===== src/hw/rtl/rect_polar_converter_defines.svh =====
// Assertion macros used by the rectangular/polar converter top level.
`ifndef RECT_POLAR_CONVERTER_DEFINES_SVH
`define RECT_POLAR_CONVERTER_DEFINES_SVH

// Same-cycle implication, sampled on clk and disabled while rst is high.
`define RPC_ASSERT_HOLDS(label, ante, cons, msg) \
  label: assert property (@(posedge clk) disable iff (rst) (ante) |-> (cons)) \
    else $error(msg);

// Next-cycle implication, sampled on clk and disabled while rst is high.
`define RPC_ASSERT_NEXT(label, ante, cons, msg) \
  label: assert property (@(posedge clk) disable iff (rst) (ante) |=> (cons)) \
    else $error(msg);

`endif


===== src/hw/rtl/rpc_pkg.sv =====
// Shared constants, types and elaboration helpers of the rectangular/polar converter.
package rpc_pkg;

  // Fraction bits carried by the CORDIC coordinates.
  localparam int GUARD = 24;
  // Headroom bits above sign and integer part of the coordinates.
  localparam int DP_EXTRA = 3;
  // Internal angles are 32-bit turn units held with two bits of headroom.
  localparam int Z_WIDTH = 34;

  // Operation codes on the request selector.
  localparam logic [1:0] OP_RECT  = 2'd0;
  localparam logic [1:0] OP_POLAR = 2'd1;

  // Quarter and half turn in internal angle units.
  localparam logic signed [Z_WIDTH-1:0] Z_QUARTER = Z_WIDTH'(64'd1 << 30);
  localparam logic signed [Z_WIDTH-1:0] Z_HALF    = Z_WIDTH'(64'd1 << 31);

  // atan(2^-i) in turn units, 2^32 being a full turn.
  localparam logic [31:0] ATAN_TURNS [32] = '{
    32'd536870912, 32'd316933406, 32'd167458907, 32'd85004756,
    32'd42667331,  32'd21354465,  32'd10679838,  32'd5340245,
    32'd2670163,   32'd1335087,   32'd667544,    32'd333772,
    32'd166886,    32'd83443,     32'd41722,     32'd20861,
    32'd10430,     32'd5215,      32'd2608,      32'd1304,
    32'd652,       32'd326,       32'd163,       32'd81,
    32'd41,        32'd20,        32'd10,        32'd5,
    32'd3,         32'd1,         32'd1,         32'd0
  };

  // Control bits that travel with every pipeline stage.
  typedef struct packed {
    logic valid;
    logic rect;
    logic polar;
  } ctl_t;

  // Square root (Q30) of the squared CORDIC growth in Q60, for the gain constant.
  function automatic logic [63:0] gain_root(input int stages);
    logic [63:0] p;
    logic [63:0] v;
    logic [63:0] r;
    logic [63:0] b;
    int          n;
    n = (stages > 32) ? 32 : stages;
    p = 64'd1 << 60;
    for (int i = 0; i < 32; i++) begin
      if (i < n) begin
        p = p + (p >> (2 * i));
      end
    end
    v = p;
    r = '0;
    b = 64'd1 << 62;
    for (int i = 0; i < 32; i++) begin
      if (v >= r + b) begin
        v = v - (r + b);
        r = (r >> 1) + b;
      end else begin
        r = r >> 1;
      end
      b = b >> 2;
    end
    return r;
  endfunction

endpackage


===== src/hw/rtl/rpc_stage.sv =====
// One pipeline stage: a CORDIC micro-rotation and/or one integer square-root digit.
module rpc_stage #(
  parameter int DATA_WIDTH = 16,
  parameter int CORDIC_STAGES = 16,
  parameter int STAGE = 0,
  localparam int W = DATA_WIDTH + rpc_pkg::GUARD + rpc_pkg::DP_EXTRA,
  localparam int VW = 2 * DATA_WIDTH
) (
  input  logic                         clk,
  input  logic                         rst,
  input  logic                         en,
  input  rpc_pkg::ctl_t                ctl_in,
  input  logic signed [DATA_WIDTH-1:0] a_in,
  input  logic signed [DATA_WIDTH-1:0] b_in,
  input  logic signed [W-1:0]          x_in,
  input  logic signed [W-1:0]          y_in,
  input  logic signed [rpc_pkg::Z_WIDTH-1:0] z_in,
  input  logic [VW-1:0]                v_in,
  input  logic [VW-1:0]                r_in,
  output rpc_pkg::ctl_t                ctl_out,
  output logic signed [DATA_WIDTH-1:0] a_out,
  output logic signed [DATA_WIDTH-1:0] b_out,
  output logic signed [W-1:0]          x_out,
  output logic signed [W-1:0]          y_out,
  output logic signed [rpc_pkg::Z_WIDTH-1:0] z_out,
  output logic [VW-1:0]                v_out,
  output logic [VW-1:0]                r_out
);

  localparam int ZW = rpc_pkg::Z_WIDTH;

  logic signed [W-1:0]  x_next;
  logic signed [W-1:0]  y_next;
  logic signed [ZW-1:0] z_next;
  logic [VW-1:0]        v_next;
  logic [VW-1:0]        r_next;

  // Micro-rotation; vectoring drives y toward zero, rotation drives z.
  if (STAGE < CORDIC_STAGES) begin : g_cordic
    localparam logic signed [ZW-1:0] ATAN = ZW'(rpc_pkg::ATAN_TURNS[STAGE]);
    logic signed [W-1:0] dx;
    logic signed [W-1:0] dy;
    logic                ccw;
    assign dx  = y_in >>> STAGE;
    assign dy  = x_in >>> STAGE;
    assign ccw = ctl_in.rect ? (y_in < 0) : (z_in >= 0);
    always_comb begin
      if (ccw) begin
        x_next = x_in - dx;
        y_next = y_in + dy;
        z_next = z_in - ATAN;
      end else begin
        x_next = x_in + dx;
        y_next = y_in - dy;
        z_next = z_in + ATAN;
      end
    end
  end else begin : g_no_cordic
    assign x_next = x_in;
    assign y_next = y_in;
    assign z_next = z_in;
  end

  // Restoring square-root digit: subtract the trial value when it fits.
  if (STAGE < DATA_WIDTH) begin : g_root
    localparam logic [VW-1:0] DIGIT = VW'(1) << (2 * (DATA_WIDTH - 1 - STAGE));
    logic [VW-1:0] trial;
    assign trial = r_in + DIGIT;
    always_comb begin
      if (v_in >= trial) begin
        v_next = v_in - trial;
        r_next = (r_in >> 1) + DIGIT;
      end else begin
        v_next = v_in;
        r_next = r_in >> 1;
      end
    end
  end else begin : g_no_root
    assign v_next = v_in;
    assign r_next = r_in;
  end

  // Control register.
  always_ff @(posedge clk) begin
    if (rst) begin
      ctl_out <= '0;
    end else if (en) begin
      ctl_out <= ctl_in;
    end
  end

  // Payload register.
  always_ff @(posedge clk) begin
    if (en) begin
      a_out <= a_in;
      b_out <= b_in;
      x_out <= x_next;
      y_out <= y_next;
      z_out <= z_next;
      v_out <= v_next;
      r_out <= r_next;
    end
  end

endmodule


===== config.mk =====
export PLATFORM = sky130hd
export DESIGN_NAME = rpc_stage
export DESIGN_NICKNAME = d
export VERILOG_FILES = /design/src/hw/rtl/rect_polar_converter_defines.svh /design/src/hw/rtl/rpc_pkg.sv /design/src/hw/rtl/rpc_stage.sv
export SDC_FILE = /design/constraint.sdc
export NUM_CORES = 1
export LEC_CHECK = 0
export BUFFER_PORTS_ARGS = -buffer_cell sky130_fd_sc_hd__buf_2
export CAP_MARGIN = 0
export CELL_PAD_IN_SITES_DETAIL_PLACEMENT = 1
export CELL_PAD_IN_SITES_GLOBAL_PLACEMENT = 2
export CORE_ASPECT_RATIO = 1.5
export CORE_MARGIN = 5
export CORE_UTILIZATION = 35
export DETAILED_ROUTE_END_ITERATION = 12
export PLACE_DENSITY = 0.91
export SLEW_MARGIN = 40
export SYNTH_ARGS = -nofsm -noshare
export SYNTH_HDL_FRONTEND = slang
export SYNTH_SLANG_ARGS = --single-unit

===== constraint.sdc =====
create_clock -name clk -period 4.9 [get_ports clk]
set_input_delay 0.245 -clock clk [delete_from_list [all_inputs] [get_ports clk]]
set_output_delay 0.245 -clock clk [all_outputs]
set_load 0.02 [all_outputs]

# After elaboration in Yosys (flattened, before gate mapping)
# Cells that the tools add are included.
# classes
add_sub_neg	8
order_cmp	3
muxes	6
# op_table
op	count
43-bit two-way mux	2
43-bit subtractor	2
43-bit adder	1
43-bit by 1-bit less-than comparator with 1-bit output, second input constant	1
34-bit by 31-bit adder with 34-bit output, second input constant	1
34-bit by 1-bit greater-or-equal comparator with 1-bit output, second input constant	1
34-bit two-way mux	1
34-bit by 31-bit subtractor with 34-bit output, second input constant	1
31-bit by 31-bit adder with 32-bit output, second input constant	1
32-bit by 31-bit adder with 32-bit output, second input constant	1
32-bit greater-or-equal comparator	1
32-bit two-way mux	1
32-bit subtractor	1
31-bit two-way mux	1
1-bit two-way mux	1
# word_totals
ff_bits	219
in_bits	222
out_inout_bits	219
elab_cells	28

# Depth between registers and ports, before layout
# logic_depth
ltp_word	3
depth_mapped	14

# Least setup slack after synthesis
# Ideal clock, no wire load.
# synth_path
path_kind	input to register
start	input port v_in[0]
end	register v_out[28], data pin
setup_ps	255
t_arrival_ps	2529
t_required_ps	4645
path_slack_ps	2116
path_stages	12
n_path_buf	0
path_cell_list	inv_1 ha_1 fa_1 nor2b_1 o21ai_0 nand2b_1 a211oi_1 nor4bb_2 o31a_2 nor2_2 or4_1 and3_1
# synth_between
elab_chain_len	2
elab_cells_between_ends	3
# synth_rtl
item	line	rtl
start, declared	rpc_stage.sv:18	input logic [VW-1:0] v_in,
32-bit subtractor / 32-bit greater-or-equal comparator (equally long branches)	rpc_stage.sv:71, rpc_stage.sv:70	
32-bit two-way mux (*)	rpc_stage.sv:70	if (v_in >= trial) begin
named net v_next[28]	rpc_stage.sv:35	logic [VW-1:0] v_next;
end signal, assigned	rpc_stage.sv:100	v_out <= v_next;
end, declared	rpc_stage.sv:26	output logic [VW-1:0] v_out,
# The timed path passes the listed nets; every way through them passes the cells marked *.
# A chain may end at the register's enable or synchronous reset.

# Final worst setup path
# layout_path
start	input port v_in[9]
end	register v_out[8], data pin
# layout_between
elab_chain_len	2
# layout_rtl
item	line
32-bit greater-or-equal comparator	rpc_stage.sv:70
32-bit two-way mux	rpc_stage.sv:70
named net v_next[8]	rpc_stage.sv:35
# The timed path passes the listed nets, and every way through them passes these cells.

==> results.py <==
metrics = {
    "finish": {
        "layout-drive-gt1-share_pct": 22.9,
        "final_common_cell": "buf_2",
        "final_nets": 2727,
        "area_growth_pct": 27.9,
        "final_cell_mix": "buf_2 (439), edfxtp_1 (215), a21oi_1 (206)",
    },
    "clock_network": {
        "cts_tree": "built",
        "clk_path_buf_depth": 3,
        "clock_latency_ps": 540,
        "cts_resized": 0,
        "htreeDepth": 1,
        "cts_hold_buf": 112,
        "numCtsBuffers": 24,
        "cts-root-buf": "clkbuf_16",
        "postCtsSetupBuffers": 0,
        "clk_pin_slew_worst_paths_ps": 70,
        "clock-sinks": 218,
    },
    "worst_setup_path": {
        "cp.required_ps": 5180,
        "cpPeakStageDelay_ps": 590,
        "r2r-end": "ctl_out[2]",
        "path_class": "in -> reg",
        "crit_end": "v_out[8]",
        "critPathCaptureType": "register",
        "crit_buf_inv": 4,
        "critPathLaunchType": "input port",
        "crit_start": "v_in[9]",
        "arrival_ps": 3930,
        "crit_fanout": 35,
        "crit_family": "buffers and inverters",
        "path_depth": 12,
        "cp_cell_sequence": "dlygate4sd3_1 > buf_2 > ha_1 > inv_1 > nor3_1 > and3_1 > a211oi_1 > nor4bb_2 > o31a_2 > nor2_4 > buf_4 > o21ai_0",
        "ff2ff_path_depth": 3,
        "slowest_stage": "nor2_4",
        "reg2reg_from": "ctl_out[2]",
        "r2r_slack_ps": 3740,
    },
    "timing": {
        "layout_min_cycle_time_ps": 3650,
        "rsz0062_at_grt": "no",
        "slew_headroom_pct": 45.8,
        "tightest_slew_ps": 811,
        "timing.fmax_ghz": 0.274,
        "fin_crit_sh_pct": 74.4,
        "final_hold_viol_count": 0,
        "setup_violations": 0,
        "final.setup.tns_ps": 0,
        "clock_skew_ps": 0,
        "final_max_slew_viol_count": 0,
    },
    "floorplanning": {
        "dieArea_sq_mm": 0.0529,
        "start_util_pct": 35.4,
        "die_w_um": 189,
        "num_rows": 98,
        "chipHeight_um": 279,
        "core-area_sq_mm": 0.0478,
        "ios": 441,
    },
    "place": {
        "gp_congestion": 0.976,
        "hpwlAfterDp_um": 57600,
        "portBuffers": 440,
    },
    "drt": {
        "drtIter0Drc": 787,
        "dr.pass1.iters": 5,
        "drc": 0,
        "detail-route-antenna-nets": 0,
        "avgRoutedWirePerCell_um": 25.0,
        "routed_wl_um": 74100,
        "viasPerCell": 5.59,
        "vias": 16600,
    },
    "logic_synthesis": {
        "synthCells": 1819,
        "synth-edff-count": 215,
        "synth_top_area_share_pct": 38.2,
        "ys.flop_type": "edfxtp_1",
        "synth.net_count": 2207,
        "synth.yosys.seq_area_share_pct": 38.5,
        "avgSynthCellArea_sq_um": 9.30,
        "synth_top_area_cell": "edfxtp_1",
        "ys_warn_count": 0,
        "synthDistinctLibCells": 92,
        "ys_seq_elements": 218,
        "synthTopCellsByArea": "edfxtp_1 (38%), ha_1 (12%), a21oi_1 (6.1%)",
        "syn-cell-area_sq_mm": 0.0169,
        "async_flop_share_pct": 0,
    },
    "hold_path": {
        "hp-class": "in -> reg",
        "worstHoldStart": "v_in[5]",
    },
    "power": {
        "p_leak_nw": 9.58,
        "switching_share_pct": 37.3,
        "p_per_area_mw_per_mm2": 312,
        "p_seq_share_pct": 36.6,
        "vdd_ir_drop_max_uv": 229,
        "p_int_w": 0.00422,
        "comb_power_share_pct": 36.1,
        "p_clk_share_pct": 27.3,
        "p_total_w": 0.00674,
        "power.net_switching_w": 0.00251,
    },
    "global_route": {
        "grt_pass1_wl_um": 109000,
        "first_global_vias": 17900,
        "track_usage_pct": 26.5,
        "antenna_found_initial": 11,
        "grt_max_degree": 107,
        "gr-total-overflow": 0,
    },
    "run_status": {
        "status": "complete, no violations",
    },
    "flow_run": {
        "maxCapViolations": 0,
    },
}
## cell families (layout without fill, tap and decap cells)
| kind of cell | after synthesis | count (layout) | synth area share, % |
|---|---|---|---|
| buf+inv | 242 | 780 | 5.65 |
| mux | 25 | 25 | 1.51 |
| xor+xnor | 113 | 113 | 5.85 |
| other cells | 0 | 4 | 0 |
| flops | 218 | 218 | 38.5 |
| compound gates | 602 | 602 | 22.8 |
| fa+ha+maj | 166 | 166 | 12.5 |
| simple gates | 453 | 453 | 13.2 |
## cells in the mapped netlist (all sizes together) (32+ instances only)
library cell and number:
buf 39, nor2 142, xnor2 89, o21ai 135
ha 161, inv 169, nand2 113, nor3 36
a21oi 208, clkbuf 32, o21bai 50, a21o 62
edfxtp 215
## layer usage
| metal | track usage [%] | routed length, um | up-vias |
|---|---|---|---|
| li1 | - | - | 7623 |
| met4 | 14.9 | 4940 | 12 |
| met1 | 26.0 | 25400 | 8049 |
| met3 | 4.25 | 4130 | 212 |
| met5 | 0 | 75 | - |
| met2 | 51.7 | 39600 | 667 |
## registers in the layout, summed over array words and instances (netlist names)
| name | cells |
|---|---|
| x_out | 43 |
| y_out | 42 |
| z_out | 34 |
| r_out | 32 |
| v_out | 32 |
| a_out | 16 |
| b_out | 16 |
| ctl_out | 3 |
## how the worst min path moves through the flow
stage                      end  cells after the start
detailed placement   z_out[14]                      1
CTS                   v_out[4]                      3
global route          v_out[4]                      3
global placement     z_out[17]                      1
floorplan           ctl_out[0]                      1
finish                v_out[5]                      3
## worst register-to-register path, delay by kind of cell, from the launching register on
family	cells	cell delay (ps)
and+or+nand+nor	1	60
muxes	1	120
DFF	1	320
buffers and inverters	1	550
## per-stage QoR
stage | cell area, sq um | std cells | setup WS, ps | hold slack (ps) | util, %
floorplan | 16900 | 1819 | 2120 | 317 | -
global placement | 19700 | 2800 | 1130 | 422 | 41.2
detailed placement | 19700 | 2801 | 1100 | 423 | 41.2
CTS | 21600 | 2957 | 1300 | 4.94 | 45.2
global route | 21600 | 2959 | 1020 | 21.4 | 45.2
finish | 21600 | 2961 | 1250 | 25.1 | 45.2
## cell type report
class | count | area, sq um
Fill cell | 5624 | 26200
Multi-Input combinational cell | 1359 | 9460
Sequential cell | 218 | 6520
Timing Repair Buffer | 565 | 3470
Tap cell | 600 | 751
Clock buffer | 32 | 662
Inverter | 171 | 642
Clock inverter | 12 | 113
Antenna cell | 4 | 10.0
## power groups by stage
stage / Clock [W] / Combinational, W / Sequential [W]
final: 0.00184 / 0.00243 / 0.00246
after floorplan: 0 / 0.00112 / 0.00280
after detailed placement: 0 / 0.00232 / 0.00250
after global placement: 0 / 0.00228 / 0.00249
after CTS: 0.00187 / 0.00241 / 0.00246
after global routing: 0.00198 / 0.00259 / 0.00248
Note: power is estimated with default switching activity, not from simulation.
