## src/hw/rtl/rect_polar_converter_defines.svh

```systemverilog
// Assertion macros used by the rectangular/polar converter top level.
`ifndef RECT_POLAR_CONVERTER_DEFINES_SVH
`define RECT_POLAR_CONVERTER_DEFINES_SVH

// Same-cycle implication, sampled on clk and disabled while rst is high.
`define RPC_ASSERT_HOLDS(label, ante, cons, msg) \
  label: assert property (@(posedge clk) disable iff (rst) (ante) |-> (cons)) \
    else $error(msg);

// Next-cycle implication, sampled on clk and disabled while rst is high.
`define RPC_ASSERT_NEXT(label, ante, cons, msg) \
  label: assert property (@(posedge clk) disable iff (rst) (ante) |=> (cons)) \
    else $error(msg);

`endif

```

## src/hw/rtl/rpc_pkg.sv

```systemverilog
// Shared constants, types and elaboration helpers of the rectangular/polar converter.
package rpc_pkg;

  // Fraction bits carried by the CORDIC coordinates.
  localparam int GUARD = 24;
  // Headroom bits above sign and integer part of the coordinates.
  localparam int DP_EXTRA = 3;
  // Internal angles are 32-bit turn units held with two bits of headroom.
  localparam int Z_WIDTH = 34;

  // Operation codes on the request selector.
  localparam logic [1:0] OP_RECT  = 2'd0;
  localparam logic [1:0] OP_POLAR = 2'd1;

  // Quarter and half turn in internal angle units.
  localparam logic signed [Z_WIDTH-1:0] Z_QUARTER = Z_WIDTH'(64'd1 << 30);
  localparam logic signed [Z_WIDTH-1:0] Z_HALF    = Z_WIDTH'(64'd1 << 31);

  // atan(2^-i) in turn units, 2^32 being a full turn.
  localparam logic [31:0] ATAN_TURNS [32] = '{
    32'd536870912, 32'd316933406, 32'd167458907, 32'd85004756,
    32'd42667331,  32'd21354465,  32'd10679838,  32'd5340245,
    32'd2670163,   32'd1335087,   32'd667544,    32'd333772,
    32'd166886,    32'd83443,     32'd41722,     32'd20861,
    32'd10430,     32'd5215,      32'd2608,      32'd1304,
    32'd652,       32'd326,       32'd163,       32'd81,
    32'd41,        32'd20,        32'd10,        32'd5,
    32'd3,         32'd1,         32'd1,         32'd0
  };

  // Control bits that travel with every pipeline stage.
  typedef struct packed {
    logic valid;
    logic rect;
    logic polar;
  } ctl_t;

  // Square root (Q30) of the squared CORDIC growth in Q60, for the gain constant.
  function automatic logic [63:0] gain_root(input int stages);
    logic [63:0] p;
    logic [63:0] v;
    logic [63:0] r;
    logic [63:0] b;
    int          n;
    n = (stages > 32) ? 32 : stages;
    p = 64'd1 << 60;
    for (int i = 0; i < 32; i++) begin
      if (i < n) begin
        p = p + (p >> (2 * i));
      end
    end
    v = p;
    r = '0;
    b = 64'd1 << 62;
    for (int i = 0; i < 32; i++) begin
      if (v >= r + b) begin
        v = v - (r + b);
        r = (r >> 1) + b;
      end else begin
        r = r >> 1;
      end
      b = b >> 2;
    end
    return r;
  endfunction

endpackage

```

## src/hw/rtl/rpc_prep.sv

```systemverilog
// Input stages: opcode decode, operand squares, CORDIC start vector, sum of squares.
module rpc_prep #(
  parameter int DATA_WIDTH = 16,
  localparam int W = DATA_WIDTH + rpc_pkg::GUARD + rpc_pkg::DP_EXTRA,
  localparam int VW = 2 * DATA_WIDTH
) (
  input  logic                         clk,
  input  logic                         rst,
  input  logic                         en,
  input  logic                         in_valid,
  input  logic [1:0]                   opcode,
  input  logic signed [DATA_WIDTH-1:0] a_in,
  input  logic signed [DATA_WIDTH-1:0] b_in,
  output rpc_pkg::ctl_t                ctl_out,
  output logic signed [DATA_WIDTH-1:0] a_out,
  output logic signed [DATA_WIDTH-1:0] b_out,
  output logic signed [W-1:0]          x_out,
  output logic signed [W-1:0]          y_out,
  output logic signed [rpc_pkg::Z_WIDTH-1:0] z_out,
  output logic [VW-1:0]                v_out
);

  localparam int ZW = rpc_pkg::Z_WIDTH;
  localparam int SH = 32 - DATA_WIDTH;

  logic signed [W-1:0]          a_ext;
  logic signed [W-1:0]          b_ext;
  logic signed [ZW-1:0]         z_pol;
  logic signed [VW-1:0]         prod_a;
  logic signed [VW-1:0]         prod_b;
  logic signed [W-1:0]          x_init;
  logic signed [W-1:0]          y_init;
  logic signed [ZW-1:0]         z_init;
  rpc_pkg::ctl_t                ctl_init;

  rpc_pkg::ctl_t                ctl1;
  logic signed [DATA_WIDTH-1:0] a1;
  logic signed [DATA_WIDTH-1:0] b1;
  logic signed [W-1:0]          x1;
  logic signed [W-1:0]          y1;
  logic signed [ZW-1:0]         z1;
  logic [VW-1:0]                sqa1;
  logic [VW-1:0]                sqb1;

  // Operands as fixed-point coordinates and as a turn-unit angle.
  assign a_ext  = {{(W - DATA_WIDTH){a_in[DATA_WIDTH-1]}}, a_in} <<< rpc_pkg::GUARD;
  assign b_ext  = {{(W - DATA_WIDTH){b_in[DATA_WIDTH-1]}}, b_in} <<< rpc_pkg::GUARD;
  assign z_pol  = {{(ZW - DATA_WIDTH){b_in[DATA_WIDTH-1]}}, b_in} <<< SH;
  assign prod_a = a_in * a_in;
  assign prod_b = b_in * b_in;

  // Decode and fold the start vector into the right half plane or the
  // quarter turns around zero.
  always_comb begin
    ctl_init.valid = in_valid;
    ctl_init.rect  = (opcode == rpc_pkg::OP_RECT);
    ctl_init.polar = (opcode == rpc_pkg::OP_POLAR);
    x_init = a_ext;
    y_init = b_ext;
    z_init = '0;
    if (ctl_init.rect) begin
      if (a_in < 0) begin
        x_init = -a_ext;
        y_init = -b_ext;
        z_init = (b_in >= 0) ? rpc_pkg::Z_HALF : -rpc_pkg::Z_HALF;
      end
    end else begin
      y_init = '0;
      z_init = z_pol;
      if (z_pol > rpc_pkg::Z_QUARTER) begin
        x_init = -a_ext;
        z_init = z_pol - rpc_pkg::Z_HALF;
      end else if (z_pol < -rpc_pkg::Z_QUARTER) begin
        x_init = -a_ext;
        z_init = z_pol + rpc_pkg::Z_HALF;
      end
    end
  end

  // Control of both stages.
  always_ff @(posedge clk) begin
    if (rst) begin
      ctl1    <= '0;
      ctl_out <= '0;
    end else if (en) begin
      ctl1    <= ctl_init;
      ctl_out <= ctl1;
    end
  end

  // Payload of both stages; the second one adds the squares.
  always_ff @(posedge clk) begin
    if (en) begin
      a1    <= a_in;
      b1    <= b_in;
      x1    <= x_init;
      y1    <= y_init;
      z1    <= z_init;
      sqa1  <= $unsigned(prod_a);
      sqb1  <= $unsigned(prod_b);
      a_out <= a1;
      b_out <= b1;
      x_out <= x1;
      y_out <= y1;
      z_out <= z1;
      v_out <= sqa1 + sqb1;
    end
  end

endmodule

```

## config.mk

```make
export PLATFORM = sky130hd
export DESIGN_NAME = rpc_prep
export DESIGN_NICKNAME = d
export VERILOG_FILES = /design/src/hw/rtl/rect_polar_converter_defines.svh /design/src/hw/rtl/rpc_pkg.sv /design/src/hw/rtl/rpc_prep.sv
export SDC_FILE = /design/constraint.sdc
export NUM_CORES = 1
export LEC_CHECK = 0
export ABC_AREA = 1
export BUFFER_PORTS_ARGS = -buffer_cell sky130_fd_sc_hd__buf_2
export CORE_MARGIN = 5
export CORE_UTILIZATION = 45
export CTS_CLUSTER_DIAMETER = 50
export CTS_CLUSTER_SIZE = 20
export DETAILED_ROUTE_END_ITERATION = 10
export PLACE_DENSITY = 0.66
export SLEW_MARGIN = 20
export SYNTH_ARGS = -nofsm -noshare
export SYNTH_HDL_FRONTEND = slang
export SYNTH_SLANG_ARGS = --single-unit
```

## constraint.sdc

```tcl
create_clock -name clk -period 7.55 [get_ports clk]
set_input_delay 1.1325 -clock clk [delete_from_list [all_inputs] [get_ports clk]]
set_output_delay 1.1325 -clock clk [all_outputs]
set_load 0.1 [all_outputs]
```

==> Yosys cells after proc, flatten, opt, wreduce, memory -nomap -nowiden <==
Cells that the tools add are included.
{ "totals": {"ff_bits": 406, "latchBits": 0, "ram_bits": 0, "mem_bits_ro": 0, "input_bits": 38, "output_inout_bits": 187, "wordCells": 44, "memories": 0} }
{ "op_classes": {"n_addsub": 5, "multipliers": 2, "div": 0, "magnitude_cmp": 4, "n_eq_ne": 1, "shifts": 0, "mux": 10, "n_bitwise": 0, "n_reduce_logical": 2} }
{ "op_table": {"columns": ["cell", "n"], "rows": [
  ["43-bit 2-to-1 mux", 5],
  ["34-bit 2-to-1 mux", 5],
  ["40-bit negator with 43-bit output", 2],
  ["16-bit by 16-bit multiplier with 32-bit output", 2],
  ["32-bit by 33-bit adder with 34-bit output, second input constant", 1],
  ["32-bit by 33-bit subtractor with 34-bit output, second input constant", 1],
  ["32-bit adder", 1],
  ["32-bit greater-than comparator, second input constant", 1],
  ["32-bit by 31-bit < comparator with 1-bit output, second input constant", 1],
  ["16-bit by 1-bit >= comparator with 1-bit output, second input constant", 1],
  ["16-bit by 1-bit < comparator with 1-bit output, second input constant", 1],
  ["2-bit by 1-bit == test with 1-bit output, second input constant", 1],
  ["2-bit logical NOT", 1],
  ["2-bit AND reduction", 1]
]} }

==> Logic depth before layout (Yosys ltp) <==
{ "logic_depth": {"word_depth": 4, "mapped_depth": 27, "depth_no_buf": 26} }

==> Worst setup path before layout <==
Ideal clock, no wire load.
{ "synth_path": {"path_kind": "input to register", "startpoint": "input port b_in[5]", "endpoint": "register sqb1[26] (data pin)", "setup_time_ps": 253, "t_arrival_ps": 6349, "required_ps": 7297, "slack_ps": 949, "path_stages": 19, "n_path_buf": 2, "cell_sequence": "clkbuf_1 > buf_1 > nand2_1 > fa_1 > inv_1 > fa_1 > fa_1 > fa_1 > fa_1 > inv_1 > fa_1 > inv_1 > ha_1 > nand2_1 > nor2_1 > nor3b_1 > nand3_1 > nand4_1 > nand2_1"} }
{ "synth_via": {"elab_chain_len": 1} }
{ "synth_lines": {"columns": ["item", "line_no", "rtl"], "rows": [
  ["from (decl)", "rpc_prep.sv:13", "input logic signed [DATA_WIDTH-1:0] b_in,"],
  ["16-bit by 16-bit multiplier with 32-bit output", "rpc_prep.sv:50", "assign prod_b = b_in * b_in;"],
  ["named net prod_b[26]", "rpc_prep.sv:30", "logic signed [VW-1:0] prod_b;"],
  ["to (signal assigned)", "rpc_prep.sv:100", "sqb1 <= $unsigned(prod_b);"],
  ["to (decl)", "rpc_prep.sv:43", "logic [VW-1:0] sqb1;"]
]} }
The timed path passes the listed nets, and every way through them passes these cells.
A chain may end at the register's enable or synchronous reset.

==> Worst setup path after layout <==
{ "layout_path": {"startpoint": "input port b_in[15]", "endpoint": "register sqb1[26] (data pin)"} }
The elaborated chain is that of the path after synthesis.

==> run_results.csv <==
group,metric,value,unit
timing,final.setup.tns,0,ns
timing,fmax,0.1556,GHz
setup_path,critical_path_class,"input port to register",
timing,fin_crit_sh,85.10,%
floorplan,row_count,97,
setup_path,arrival,6.75,ns
timing,worst_slack,1.125,ns
setup_path,path_cells,"buf_2, nand2_1, fa_1, inv_1, fa_1, fa_1, fa_1, fa_1, inv_1, fa_1, inv_1, ha_1, nand2_1, nor2_1, nor3b_1, nand3_1, nand4_1, nand2_1",
floorplan,core_area,69910,sq um
routing,viasPerCell,4.788,
yosys,postSynthAreaPerCell,8.760,sq um
clocking,cts_resized,0,
clocking,cts-buffers-inserted,39,
timing,slew_violations,0,
clocking,ctsHtreeMaxLevel,2,
floorplan,dieArea,75880,sq um
yosys,synth_cell_types,46,
yosys,seq_area_frac_synth,25.38,%
routing,route.detailed.drc,0,
place,pre_cts_ws,0.5271,ns
clocking,cts.sinks,270,
final_layout,fin_util,49.75,%
timing,hold_violations,0,
final_layout,final_nets,4505,
routing,dr.pass1.iters,5,
clocking,cts_root_buf,"clkbuf_16",
clocking,cts_hold_buf,0,
setup_path,endpoint_kind,"register",
grt,grt_pass1_vias,23220,
yosys,synth-edff-count,264,
yosys,mappedNetlistArea,31710,sq um
yosys,yosys.area.top_type_share,29.67,%
final_layout,finalNonFillerCells,4747,
clocking,post_cts_buffers,0,
final_layout,insertedDiodeCount,0,
yosys,async_flop_share,0,%
routing,drtIter0Drc,1314,
grt,antenna_found_initial,3,
setup_path,cp_max_fo,21,
floorplan,initial_core_util,45.36,%
final_layout,syn2layout_area_growth,9.667,%
setup_path,cp-start-kind,"input port",
floorplan,die_x,275.5,um
grt,grt_max_degree,169,
floorplan,die_y,275.5,um
place,place.gp.congestion,0.9182,
routing,vias,22730,
grt,grt_pass1_wl,123000,um
routing,ant_nets,0,
timing,tightest_slew,0.9999,ns
timing,grt_setup_unrepaired,"false",
yosys,synth_cells,3620,
setup_path,crit_slowest_cell,"fa_1",
place,numPortBuffers,160,
timing,finClkSkew,0.03343,ns
place,hpwl,62790,um
yosys,synth_area_leader_cell,"fa_1",
final_layout,nFillCells,6662,
grt,grt_usage,20.35,%
worst_hold_path,worstHoldPathType,"register to register",
clocking,clock_path_buffers,3,
setup_path,max_stage_delay,0.77,ns
floorplan,io_pins,225,
clocking,cts_tree,"yes",
timing,period_minus_slack,6.425,ns
setup_path,crit_top_cell,"fa_1",
yosys,ys.warnings.count,0,
timing,maxSlewHeadroom,33.34,%
setup_path,worst_ep_required_time,7.87,ns
routing,wl_per_cell,15.93,um
place,dp_cells,4675,
yosys,synth_area_leaders,"fa_1 (30%), edfxtp_1 (25%), inv_1 (11%), nand2_1 (9.9%), ha_1 (8.7%)",
yosys,ys_ff_latch,270,
routing,wirelength,75610,um
clocking,clk_latency,0.57,ns
yosys,synthFlopType,"edfxtp_1",
status,status,"completed",
run,maxCapViolCount,0,
clocking,path_clk_slew,0.06,ns
final_layout,drive_gt1_share,7.644,%
timing,final-setup-viol-count,0,
grt,overflow,0,
[synthesized netlist by cell type, types with 34 or more instances]
cell type  count
a21oi_1       91
buf_4         67
edfxtp_1     264
fa_1         470
ha_1         221
inv_1        958
nand2_1      840
nand3_1      133
nand4_1       34
nor2_1       206
o21ai_0       46
xor2_1        74
[state kept, by name (all words and copies together) (netlist names)]
name and cells:
x_out 18, y1 19, y_out 19, b1 16
ctl1 3, v_out 32, b_out 16, x1 18
sqa1 30, ctl_out 3, a1 16, a_out 16
z1 17, z_out 17, sqb1 30
[area by class of cell]
type	instances	area, sq um	share of cell area [%]
clock buffers	41	1005	2.889
clock inverters	31	385.4	1.108
flip-flops and latches	270	8048	23.14
multi-input cells	2304	19440	55.89
inverters	964	3623	10.42
well taps	940	1176	3.382
repair buffers	197	1101	3.166
[stage by stage]
step	hold slack, ns	instance area (sq um)
5_1_grt	0.4181	34780
3_3_place_gp	0.4010	33390
2_1_floorplan	0.4003	31950
6_report	0.4091	34780
4_1_cts	0.4059	34780
3_5_place_dp	0.4045	33390
[placed cells by master, fill, tap and decap left out, types with 30 or more instances in the layout]
| cell | count |
|---|---|
| conb_1 | 64 |
| inv_1 | 958 |
| nand2_1 | 840 |
| o21ai_0 | 46 |
| clkbuf_16 | 40 |
| edfxtp_1 | 264 |
| nor2_1 | 205 |
| nor3_1 | 30 |
| xor2_1 | 74 |
| fa_1 | 470 |
| buf_4 | 36 |
| nand4_1 | 34 |
| nand3_1 | 133 |
| ha_1 | 221 |
| a21oi_1 | 91 |
| buf_2 | 159 |
[final timing paths]
check                           startpoint         to  slack, ns  depth (start not counted)
worst min-delay path                z1[24]  z_out[24]       0.41                          0
worst max-delay path              b_in[15]   sqb1[26]       1.12                         18
worst max register to register     sqb1[7]  v_out[30]       5.22                          9
worst min register to register      z1[24]  z_out[24]       0.41                          0
[worst max-delay path: cells and delay by family]
kind                       cells  cell delay, ns
adders and majority gates      7            3.87
buffers and inverters          4            0.55
and+or+nand+nor                7            1.18
[cells by family (layout without fill, tap and decap cells)]
family | after synthesis | after routing | synth area share, %
other cells | 1 | 64 | 0.01183
simple gates | 1271 | 1271 | 16.30
flops | 270 | 270 | 25.38
compound gates | 190 | 190 | 3.401
buf+inv | 1109 | 1233 | 14.09
fa+ha+maj | 691 | 691 | 38.39
xor+xnor | 88 | 88 | 2.430
[routing by layer]
metal	vias up	GRT usage, %	part of all wire [%]
met5	-	0	0.0093
met4	2	4.596	2.3
met3	100	4.451	7.4
met2	646	32.13	44
met1	10930	29.05	46
li1	11050	-	-
Power is left out: the tool's default activity adds up to more than one toggle a clock period on the data nets, which glitch-free logic cannot reach.
