### config.mk
export PLATFORM = sky130hd
export DESIGN_NAME = rpc_post
export DESIGN_NICKNAME = d
export VERILOG_FILES = /design/src/hw/rtl/rect_polar_converter_defines.svh /design/src/hw/rtl/rpc_pkg.sv /design/src/hw/rtl/rpc_post.sv
export SDC_FILE = /design/constraint.sdc
export NUM_CORES = 2
export LEC_CHECK = 0
export BUFFER_PORTS_ARGS = -buffer_cell sky130_fd_sc_hd__buf_2
export CORE_MARGIN = 2
export CORE_UTILIZATION = 55
export DETAILED_ROUTE_END_ITERATION = 10
export GPL_TIMING_DRIVEN = 0
export PLACE_DENSITY_LB_ADDON = 0.15
export SETUP_SLACK_MARGIN = 0.1
export SYNTH_ARGS = -nofsm -noshare
export SYNTH_HDL_FRONTEND = slang
export SYNTH_SLANG_ARGS = --single-unit
### constraint.sdc
create_clock -name clk -period 8.35 [get_ports clk]
set_clock_uncertainty 0.05 [all_clocks]
set_input_delay 0.4175 -clock clk [delete_from_list [all_inputs] [get_ports clk]]
set_output_delay 0.4175 -clock clk [all_outputs]
set_load 0.01 [all_outputs]
### src/hw/rtl/rect_polar_converter_defines.svh
// Assertion macros used by the rectangular/polar converter top level.
`ifndef RECT_POLAR_CONVERTER_DEFINES_SVH
`define RECT_POLAR_CONVERTER_DEFINES_SVH

// Same-cycle implication, sampled on clk and disabled while rst is high.
`define RPC_ASSERT_HOLDS(label, ante, cons, msg) \
  label: assert property (@(posedge clk) disable iff (rst) (ante) |-> (cons)) \
    else $error(msg);

// Next-cycle implication, sampled on clk and disabled while rst is high.
`define RPC_ASSERT_NEXT(label, ante, cons, msg) \
  label: assert property (@(posedge clk) disable iff (rst) (ante) |=> (cons)) \
    else $error(msg);

`endif

### src/hw/rtl/rpc_pkg.sv
// Shared constants, types and elaboration helpers of the rectangular/polar converter.
package rpc_pkg;

  // Fraction bits carried by the CORDIC coordinates.
  localparam int GUARD = 24;
  // Headroom bits above sign and integer part of the coordinates.
  localparam int DP_EXTRA = 3;
  // Internal angles are 32-bit turn units held with two bits of headroom.
  localparam int Z_WIDTH = 34;

  // Operation codes on the request selector.
  localparam logic [1:0] OP_RECT  = 2'd0;
  localparam logic [1:0] OP_POLAR = 2'd1;

  // Quarter and half turn in internal angle units.
  localparam logic signed [Z_WIDTH-1:0] Z_QUARTER = Z_WIDTH'(64'd1 << 30);
  localparam logic signed [Z_WIDTH-1:0] Z_HALF    = Z_WIDTH'(64'd1 << 31);

  // atan(2^-i) in turn units, 2^32 being a full turn.
  localparam logic [31:0] ATAN_TURNS [32] = '{
    32'd536870912, 32'd316933406, 32'd167458907, 32'd85004756,
    32'd42667331,  32'd21354465,  32'd10679838,  32'd5340245,
    32'd2670163,   32'd1335087,   32'd667544,    32'd333772,
    32'd166886,    32'd83443,     32'd41722,     32'd20861,
    32'd10430,     32'd5215,      32'd2608,      32'd1304,
    32'd652,       32'd326,       32'd163,       32'd81,
    32'd41,        32'd20,        32'd10,        32'd5,
    32'd3,         32'd1,         32'd1,         32'd0
  };

  // Control bits that travel with every pipeline stage.
  typedef struct packed {
    logic valid;
    logic rect;
    logic polar;
  } ctl_t;

  // Square root (Q30) of the squared CORDIC growth in Q60, for the gain constant.
  function automatic logic [63:0] gain_root(input int stages);
    logic [63:0] p;
    logic [63:0] v;
    logic [63:0] r;
    logic [63:0] b;
    int          n;
    n = (stages > 32) ? 32 : stages;
    p = 64'd1 << 60;
    for (int i = 0; i < 32; i++) begin
      if (i < n) begin
        p = p + (p >> (2 * i));
      end
    end
    v = p;
    r = '0;
    b = 64'd1 << 62;
    for (int i = 0; i < 32; i++) begin
      if (v >= r + b) begin
        v = v - (r + b);
        r = (r >> 1) + b;
      end else begin
        r = r >> 1;
      end
      b = b >> 2;
    end
    return r;
  endfunction

endpackage

### src/hw/rtl/rpc_post.sv
// Output stages: gain scaling with rounding and saturation, length and angle rounding.
module rpc_post #(
  parameter int DATA_WIDTH = 16,
  parameter int CORDIC_STAGES = 16,
  localparam int W = DATA_WIDTH + rpc_pkg::GUARD + rpc_pkg::DP_EXTRA,
  localparam int VW = 2 * DATA_WIDTH
) (
  input  logic                         clk,
  input  logic                         rst,
  input  logic                         en,
  input  rpc_pkg::ctl_t                ctl_in,
  input  logic signed [DATA_WIDTH-1:0] a_in,
  input  logic signed [DATA_WIDTH-1:0] b_in,
  input  logic signed [W-1:0]          x_in,
  input  logic signed [W-1:0]          y_in,
  input  logic signed [rpc_pkg::Z_WIDTH-1:0] z_in,
  input  logic [VW-1:0]                v_in,
  input  logic [VW-1:0]                r_in,
  output logic                         res_valid,
  output logic signed [DATA_WIDTH-1:0] x_res,
  output logic signed [DATA_WIDTH-1:0] y_res,
  output logic signed [DATA_WIDTH:0]   len_res,
  output logic signed [DATA_WIDTH-1:0] ang_res,
  output logic                         bad_res
);

  localparam int ZW  = rpc_pkg::Z_WIDTH;
  localparam int SH  = 32 - DATA_WIDTH;
  localparam int MHW = W - 32;
  localparam int TW  = MHW + 33;
  localparam int RW  = TW - rpc_pkg::GUARD;

  localparam logic [63:0] GAIN_ROOT = rpc_pkg::gain_root(CORDIC_STAGES);
  localparam logic [63:0] GAIN_FULL = ((64'd1 << 62) + (GAIN_ROOT >> 1)) / GAIN_ROOT;
  localparam logic [31:0] GAIN      = GAIN_FULL[31:0];

  localparam logic signed [ZW-1:0] ANG_ROUND = ZW'((64'd1 << SH) >> 1);
  localparam logic [TW-1:0] G_ROUND = TW'(1) << (rpc_pkg::GUARD - 1);
  localparam logic [RW-1:0] MAX_POS = RW'((64'd1 << (DATA_WIDTH - 1)) - 64'd1);
  localparam logic [RW-1:0] MAX_NEG = RW'(64'd1 << (DATA_WIDTH - 1));

  // Clip a magnitude to the signed output range and apply the sign.
  function automatic logic [DATA_WIDTH-1:0] sat_sign(input logic [RW-1:0] mag,
                                                     input logic neg);
    logic [RW-1:0] lim;
    logic [RW-1:0] clip;
    logic [RW-1:0] val;
    lim  = neg ? MAX_NEG : MAX_POS;
    clip = (mag > lim) ? lim : mag;
    val  = neg ? (~clip + 1'b1) : clip;
    return val[DATA_WIDTH-1:0];
  endfunction

  logic signed [ZW-1:0] z_round;
  logic [63:0]          prod_lx;
  logic [63:0]          prod_ly;

  rpc_pkg::ctl_t                ctl1, ctl2, ctl3;
  logic signed [DATA_WIDTH-1:0] a1, a2, a3;
  logic signed [DATA_WIDTH-1:0] b1, b2, b3;
  logic [DATA_WIDTH:0]          len1, len2, len3;
  logic [DATA_WIDTH-1:0]        ang1, ang2, ang3;
  logic                         negx1, negx2, negx3;
  logic                         negy1, negy2, negy3;
  logic [W-1:0]                 mx1;
  logic [W-1:0]                 my1;
  logic [MHW+31:0]              hx2;
  logic [MHW+31:0]              hy2;
  logic [31:0]                  lx2;
  logic [31:0]                  ly2;
  logic [TW-1:0]                tx3;
  logic [TW-1:0]                ty3;

  assign z_round = z_in + ANG_ROUND;
  assign prod_lx = mx1[31:0] * GAIN;
  assign prod_ly = my1[31:0] * GAIN;

  // Control of all four stages.
  always_ff @(posedge clk) begin
    if (rst) begin
      ctl1      <= '0;
      ctl2      <= '0;
      ctl3      <= '0;
      res_valid <= 1'b0;
    end else if (en) begin
      ctl1      <= ctl_in;
      ctl2      <= ctl1;
      ctl3      <= ctl2;
      res_valid <= ctl3.valid;
    end
  end

  // Magnitudes, rounded length and rounded angle.
  always_ff @(posedge clk) begin
    if (en) begin
      a1    <= a_in;
      b1    <= b_in;
      negx1 <= (x_in < 0);
      negy1 <= (y_in < 0);
      mx1   <= $unsigned((x_in < 0) ? -x_in : x_in);
      my1   <= $unsigned((y_in < 0) ? -y_in : y_in);
      len1  <= {1'b0, r_in[DATA_WIDTH-1:0]} + (DATA_WIDTH + 1)'(v_in > r_in);
      // The zero vector has angle zero.
      ang1  <= (a_in == 0 && b_in == 0) ? '0 : z_round[SH +: DATA_WIDTH];
    end
  end

  // Gain products: high word in full, low word keeps its upper half.
  always_ff @(posedge clk) begin
    if (en) begin
      a2    <= a1;
      b2    <= b1;
      len2  <= len1;
      ang2  <= ang1;
      negx2 <= negx1;
      negy2 <= negy1;
      hx2   <= mx1[W-1:32] * GAIN;
      hy2   <= my1[W-1:32] * GAIN;
      lx2   <= prod_lx[63:32];
      ly2   <= prod_ly[63:32];
    end
  end

  // Partial products combined with the rounding half added.
  always_ff @(posedge clk) begin
    if (en) begin
      a3    <= a2;
      b3    <= b2;
      len3  <= len2;
      ang3  <= ang2;
      negx3 <= negx2;
      negy3 <= negy2;
      tx3   <= TW'(hx2) + TW'(lx2) + G_ROUND;
      ty3   <= TW'(hy2) + TW'(ly2) + G_ROUND;
    end
  end

  // Saturation and selection of the result fields by mode.
  always_ff @(posedge clk) begin
    if (en) begin
      if (ctl3.rect) begin
        x_res   <= a3;
        y_res   <= b3;
        len_res <= $signed(len3);
        ang_res <= $signed(ang3);
        bad_res <= 1'b0;
      end else if (ctl3.polar) begin
        x_res   <= $signed(sat_sign(tx3[TW-1:rpc_pkg::GUARD], negx3));
        y_res   <= $signed(sat_sign(ty3[TW-1:rpc_pkg::GUARD], negy3));
        len_res <= {a3[DATA_WIDTH-1], a3};
        ang_res <= b3;
        bad_res <= 1'b0;
      end else begin
        x_res   <= '0;
        y_res   <= '0;
        len_res <= '0;
        ang_res <= '0;
        bad_res <= 1'b1;
      end
    end
  end

endmodule

== After elaboration in Yosys (flattened, before gate mapping) ==
Cells that the tools add are included.

* Bits in registers: 599
* Input bits: 222
* Output and inout port bits: 67
* Word-level logic and storage cells: 82

* Add/subtract/negate cells: 10
* $mul: 4
* Magnitude comparators: 5
* Multiplexer cells: 17
* Bitwise operators: 2
* Reduce and logical (&&, ||, !) cells: 3

{| class="wikitable"
|+ Operators with widths
! cell !! number
|-
| 2-to-1 mux 16 bit || 12
|-
| multiplier 32 x 31 -> 63 bit (second input constant) || 2
|-
| adder 43 x 32 -> 44 bit || 2
|-
| adder 44 x 24 -> 44 bit (second input constant) || 2
|-
| < comparator 43 x 1 -> 1 bit (second input constant) || 2
|-
| 2-to-1 mux 43 bit || 2
|-
| negation 43 bit || 2
|-
| multiplier 11 x 31 -> 42 bit (second input constant) || 2
|-
| zero test 32 bit || 2
|-
| greater-than comparator 20 x 16 -> 1 bit || 2
|-
| 2-to-1 mux 17 bit || 2
|-
| adder 16 x 1 -> 16 bit (second input constant) || 2
|-
| adder 32 x 17 -> 32 bit (second input constant) || 1
|-
| greater-than comparator 32 bit || 1
|-
| NOT 16 bit || 2
|-
| adder 16 x 1 -> 17 bit || 1
|-
| logical AND 1 bit || 1
|-
| 2-to-1 mux 1 bit || 1
|}

== Logic depth before layout (Yosys ltp) ==
* Depth after elaboration: 8
* Mapped depth: 25
* Mapped depth without buffers: 25

== Worst setup path after synthesis ==
Ideal clock, no wire load.

* Kind: flip-flop to flip-flop
* From: reg my1[8]
* To: reg ly2[13] (data pin)
* Library setup time: 0.263 ns
* Arrival time: 7.017 ns
* Data required time: 8.037 ns
* Path slack: 1.020 ns
* Cell stages (with the launch flop): 26
* Buffers on the path: 0
* Period minus slack after synthesis: 7.330 ns
* Cell sequence: edfxtp_1 -> inv_1 -> fa_1 -> fa_1 -> inv_1 -> fa_1 -> inv_1 -> fa_1 -> inv_1 -> fa_1 -> fa_1 -> fa_1 -> inv_1 -> fa_1 -> inv_1 -> ha_1 -> and3_1 -> nand4_1 -> or4_1 -> o22ai_1 -> o31ai_1 -> a21oi_1 -> a21oi_1 -> o21ai_0 -> a311oi_1 -> xnor2_1

* Cells in the longest elaborated chain, start to end: 1

{| class="wikitable"
|+ RTL lines
! item !! RTL line !! source
|-
| start, declared || rpc_post.sv:66 || <nowiki>logic [W-1:0] my1;</nowiki>
|-
| start signal, assigned || rpc_post.sv:101 || <nowiki>my1 <= $unsigned((y_in < 0) ? -y_in : y_in);</nowiki>
|-
| multiplier 32 x 31 -> 63 bit || rpc_post.sv:76 || <nowiki>assign prod_ly = my1[31:0] * GAIN;</nowiki>
|-
| net prod_ly[45] || rpc_post.sv:56 || <nowiki>logic [63:0] prod_ly;</nowiki>
|-
| end signal, assigned || rpc_post.sv:120 || <nowiki>ly2 <= prod_ly[63:32];</nowiki>
|-
| end, declared || rpc_post.sv:70 || <nowiki>logic [31:0] ly2;</nowiki>
|}

The timed path passes the listed nets, and every way through them passes these cells.
A chain may end at the register's enable or synchronous reset.

== Worst setup path after layout ==
* From: reg mx1[19]
* To: reg lx2[31] (data pin)

* Cells in the longest elaborated chain, start to end: 1

{| class="wikitable"
|+ RTL lines
! item !! RTL line !! source
|-
| start, declared || rpc_post.sv:65 || <nowiki>logic [W-1:0] mx1;</nowiki>
|-
| start signal, assigned || rpc_post.sv:100 || <nowiki>mx1 <= $unsigned((x_in < 0) ? -x_in : x_in);</nowiki>
|-
| multiplier 32 x 31 -> 63 bit || rpc_post.sv:75 || <nowiki>assign prod_lx = mx1[31:0] * GAIN;</nowiki>
|-
| net prod_lx[63] || rpc_post.sv:55 || <nowiki>logic [63:0] prod_lx;</nowiki>
|-
| end signal, assigned || rpc_post.sv:119 || <nowiki>lx2 <= prod_lx[63:32];</nowiki>
|-
| end, declared || rpc_post.sv:69 || <nowiki>logic [31:0] lx2;</nowiki>
|}

The timed path passes the listed nets, and every way through them passes these cells.

==> impl_results.md <==
- Status: finished clean
- Synth Area in Compound Gates: 7.362%
- Fillers: 10850
- Kind of critical path: reg2reg
- # port buffers: 270
- Most area-consuming cells after synthesis: fa_1, edfxtp_1, ha_1
- Largest net degree at the start of global routing: 138
- Area growth syn-to-layout: 10.34%
- Total die area: 135000 um^2
- Crit path DAT: 8370 ps
- Synth Instances: around 6500
- DR pass1 iterations: 6
- Avg Vias per Cell: roughly 5.3
- Core Footprint: 131300 um^2
- Core Rows: 133
- Adder-Cell Fraction of Synth Area: 52.37%
- Syn_nets: 9015
- Simple-gate area share of the yosys netlist: between 5 and 6%
- DRT iter0 DRCs: 2901
- Setup TNS: 0 ps
- Grt ovf: 0
- Multiplexer share of the synthesized area: 0.2204%
- Final Cell Area: between 80000 and 90000 um^2
- Netlist cell types: 74
- Relative slew slack: 21.71%
- Synth Register Bits: 549
- Crit-path max FO: 5
- Layout Nets: 9526
- Area share of the largest cell type after synthesis: between 30% and 40%
- Worst-Skew Late Latency: 680 ps
- Routed WL: 178.3 mm
- CTS tree: done
- Area of placed instances: 76350 um^2
- Top-count cell post-synth: inv_1
- Clock Sinks: 549
- Inserted Clock Buffers: between 60 and 70
- Total GRT Usage: a little over a quarter
- Die height: between 300 and 400 um
- Detailed-placement wirelength estimate: 151.7 mm
- Slew @ Worst Pin: 1174 ps
- Via count: approximately 47000
- Initial antenna violation count: 8
- Critical Path RT: between 8000 and 9000 ps
- PnR worst setup slack: 305.5 ps
- Share of cells above drive strength 1: 7.431%
- CTS Root Cell: clkbuf_16
- Max stage delay on crit path: ~560 ps
- Drt drc: 0
- Setup violators final: 0
- Mean post-synth cell area: roughly 11 um^2
- Fin crit period: 8045 ps
- Clk buf depth: 3
- Vias in the first global route: just under 50000
- Post-synth EDFFs: 539
- Clk pin slew, worst setup/hold paths: 70 ps
- Dominant synthesized flop cell: edfxtp_1
- CP max stage cell: fa_1
- CP Capture Type: flop
- Min-delay worst type: in2reg
- # IOs: 289
- Yosys warning total: 0
- CP dominant cell by count: fa_1
- Post-synthesis xor/xnor area fraction: 3.351%
- Global-route wire length before repair: 277.5 mm
- H-tree Lvls: 3
- Pre-CTS WS: -804.3 ps
- Routed Antenna Nets: 0
- Cell taking the most area after synthesis: fa_1
- Placer Congestion: 0.9503
- Commonest cells in the netlist: inv_1, fa_1, ha_1
- Synthesized area: ~73000 um^2
- Final hold vios: 0
- Max-Cap Viols: 0
- Fmax: 124.3 MHz
- Sequential area share after synthesis: 22.55%
- Max-slew violation count: 0
- Initial Util: a little under three fifths
- DR WL/cell: 20.28 um
- Final Cycle Share: 96.34%
- Die width: 367.5 um
- Main combinational cell family by area after synthesis: adder cells
- Async set-reset flop share out of synthesis: 0%
- RSZ-0062 raised after global routing: true
- Setup crit start kind: flop
sequential cells by signal, summed over array words and instances (netlist names), 17 cells and up:
signal / count
tx3: 20
mx1: 43
ly2: 31
len2: 17
my1: 43
len_res: 17
ty3: 20
len3: 17
hy2: 42
lx2: 31
len1: 17
hx2: 42
what timing repair did:
item	CTS	global route
setup buffers	39	54
setup endpoints to repair	16	19
pin swaps	1	5
hold buffers	74	0
gates resized for setup	12	26
endpoints found under the hold margin	75	0
cell families (layout without fill, tap and decap cells):
logic type | Yosys count | in the layout
AO/OA/AOI/OAI | 828 | 828
XOR/XNOR | 278 | 278
adder cells (fa/ha/maj) | 2315 | 2315
buffers and inverters | 1766 | 2326
flip-flops | 549 | 549
multiplexers | 16 | 16
other | 0 | 2
AND/OR/NAND/NOR | 726 | 726
critical path, delay by kind of cell (launching register included):
family	cells	cell delay [ps]
adders and majority gates	9	4240
buffers and inverters	7	810
AOI/OAI and AO/OA	5	990
DFF	1	490
and+or+nand+nor	4	980
xor gates and xnor gates	1	190
placed cells by master (no fill, tap or decap), types with 30 or more instances in the layout:
master         count
ha_1            1099
nor3_1            48
fa_1            1210
inv_1           1703
o21ai_0          193
nand2_1          197
nor2b_1           36
a21oi_1          213
nand4_1           57
and3_1            38
o21a_1            30
clkbuf_16         66
o31ai_1           31
buf_2            270
nand3_1           54
clkbuf_1          59
a22o_1            50
nand2b_1          30
edfxtp_1         539
xnor2_1          207
xor2_1            67
nor2_1           162
buf_4             91
a21o_1           128
dlygate4sd3_1     74
worst paths after layout:
check | startpoint | end | slack [ps] | depth (start not counted)
max | mx1[19] | lx2[31] | 310 | 26
min | y_in[34] | my1[34] | 60 | 2
max reg2reg | mx1[19] | lx2[31] | 310 | 26
min reg2reg | a1[3] | a2[3] | 350 | 0
cell type report:
cell class,count,area (um^2),area share [%]
timing repair buffer,444,2995,3.736
buffer,55,206.4,0.2575
sequential,549,16390,20.44
clock buffer,77,1713,2.137
tap,1755,2196,2.739
inverter,1710,6426,8.016
clock inverter,40,447.9,0.5588
multi-input combinational,4163,49790,62.11
antenna,2,5.005,0.006243
metrics by stage:
stage | instances | util (%) | hold WS (ps)
after floorplan | 6478 | - | 350.3
after global placement | 8503 | 58.04 | 350.1
after detailed placement | 8509 | 58.15 | 354.5
after CTS | 8739 | 60.64 | 0.1251
after global routing | 8794 | 61.05 | 26.58
final | 8795 | 61.06 | 56.88
routing by layer:
layer  wire, um  vias up  share of wire, %  global-route usage [%]
li1           -    22090                 -                       -
met1      76350    23480                43                   36.57
met2      86160     1200                48                   44.93
met3       9405      251               5.3                   3.798
met4       6395        2               3.6                   9.253
met5         13        -            0.0073                       0
Power is not shown: default switching activity piles up to over one toggle a cycle in this logic, so the estimate is an artifact.
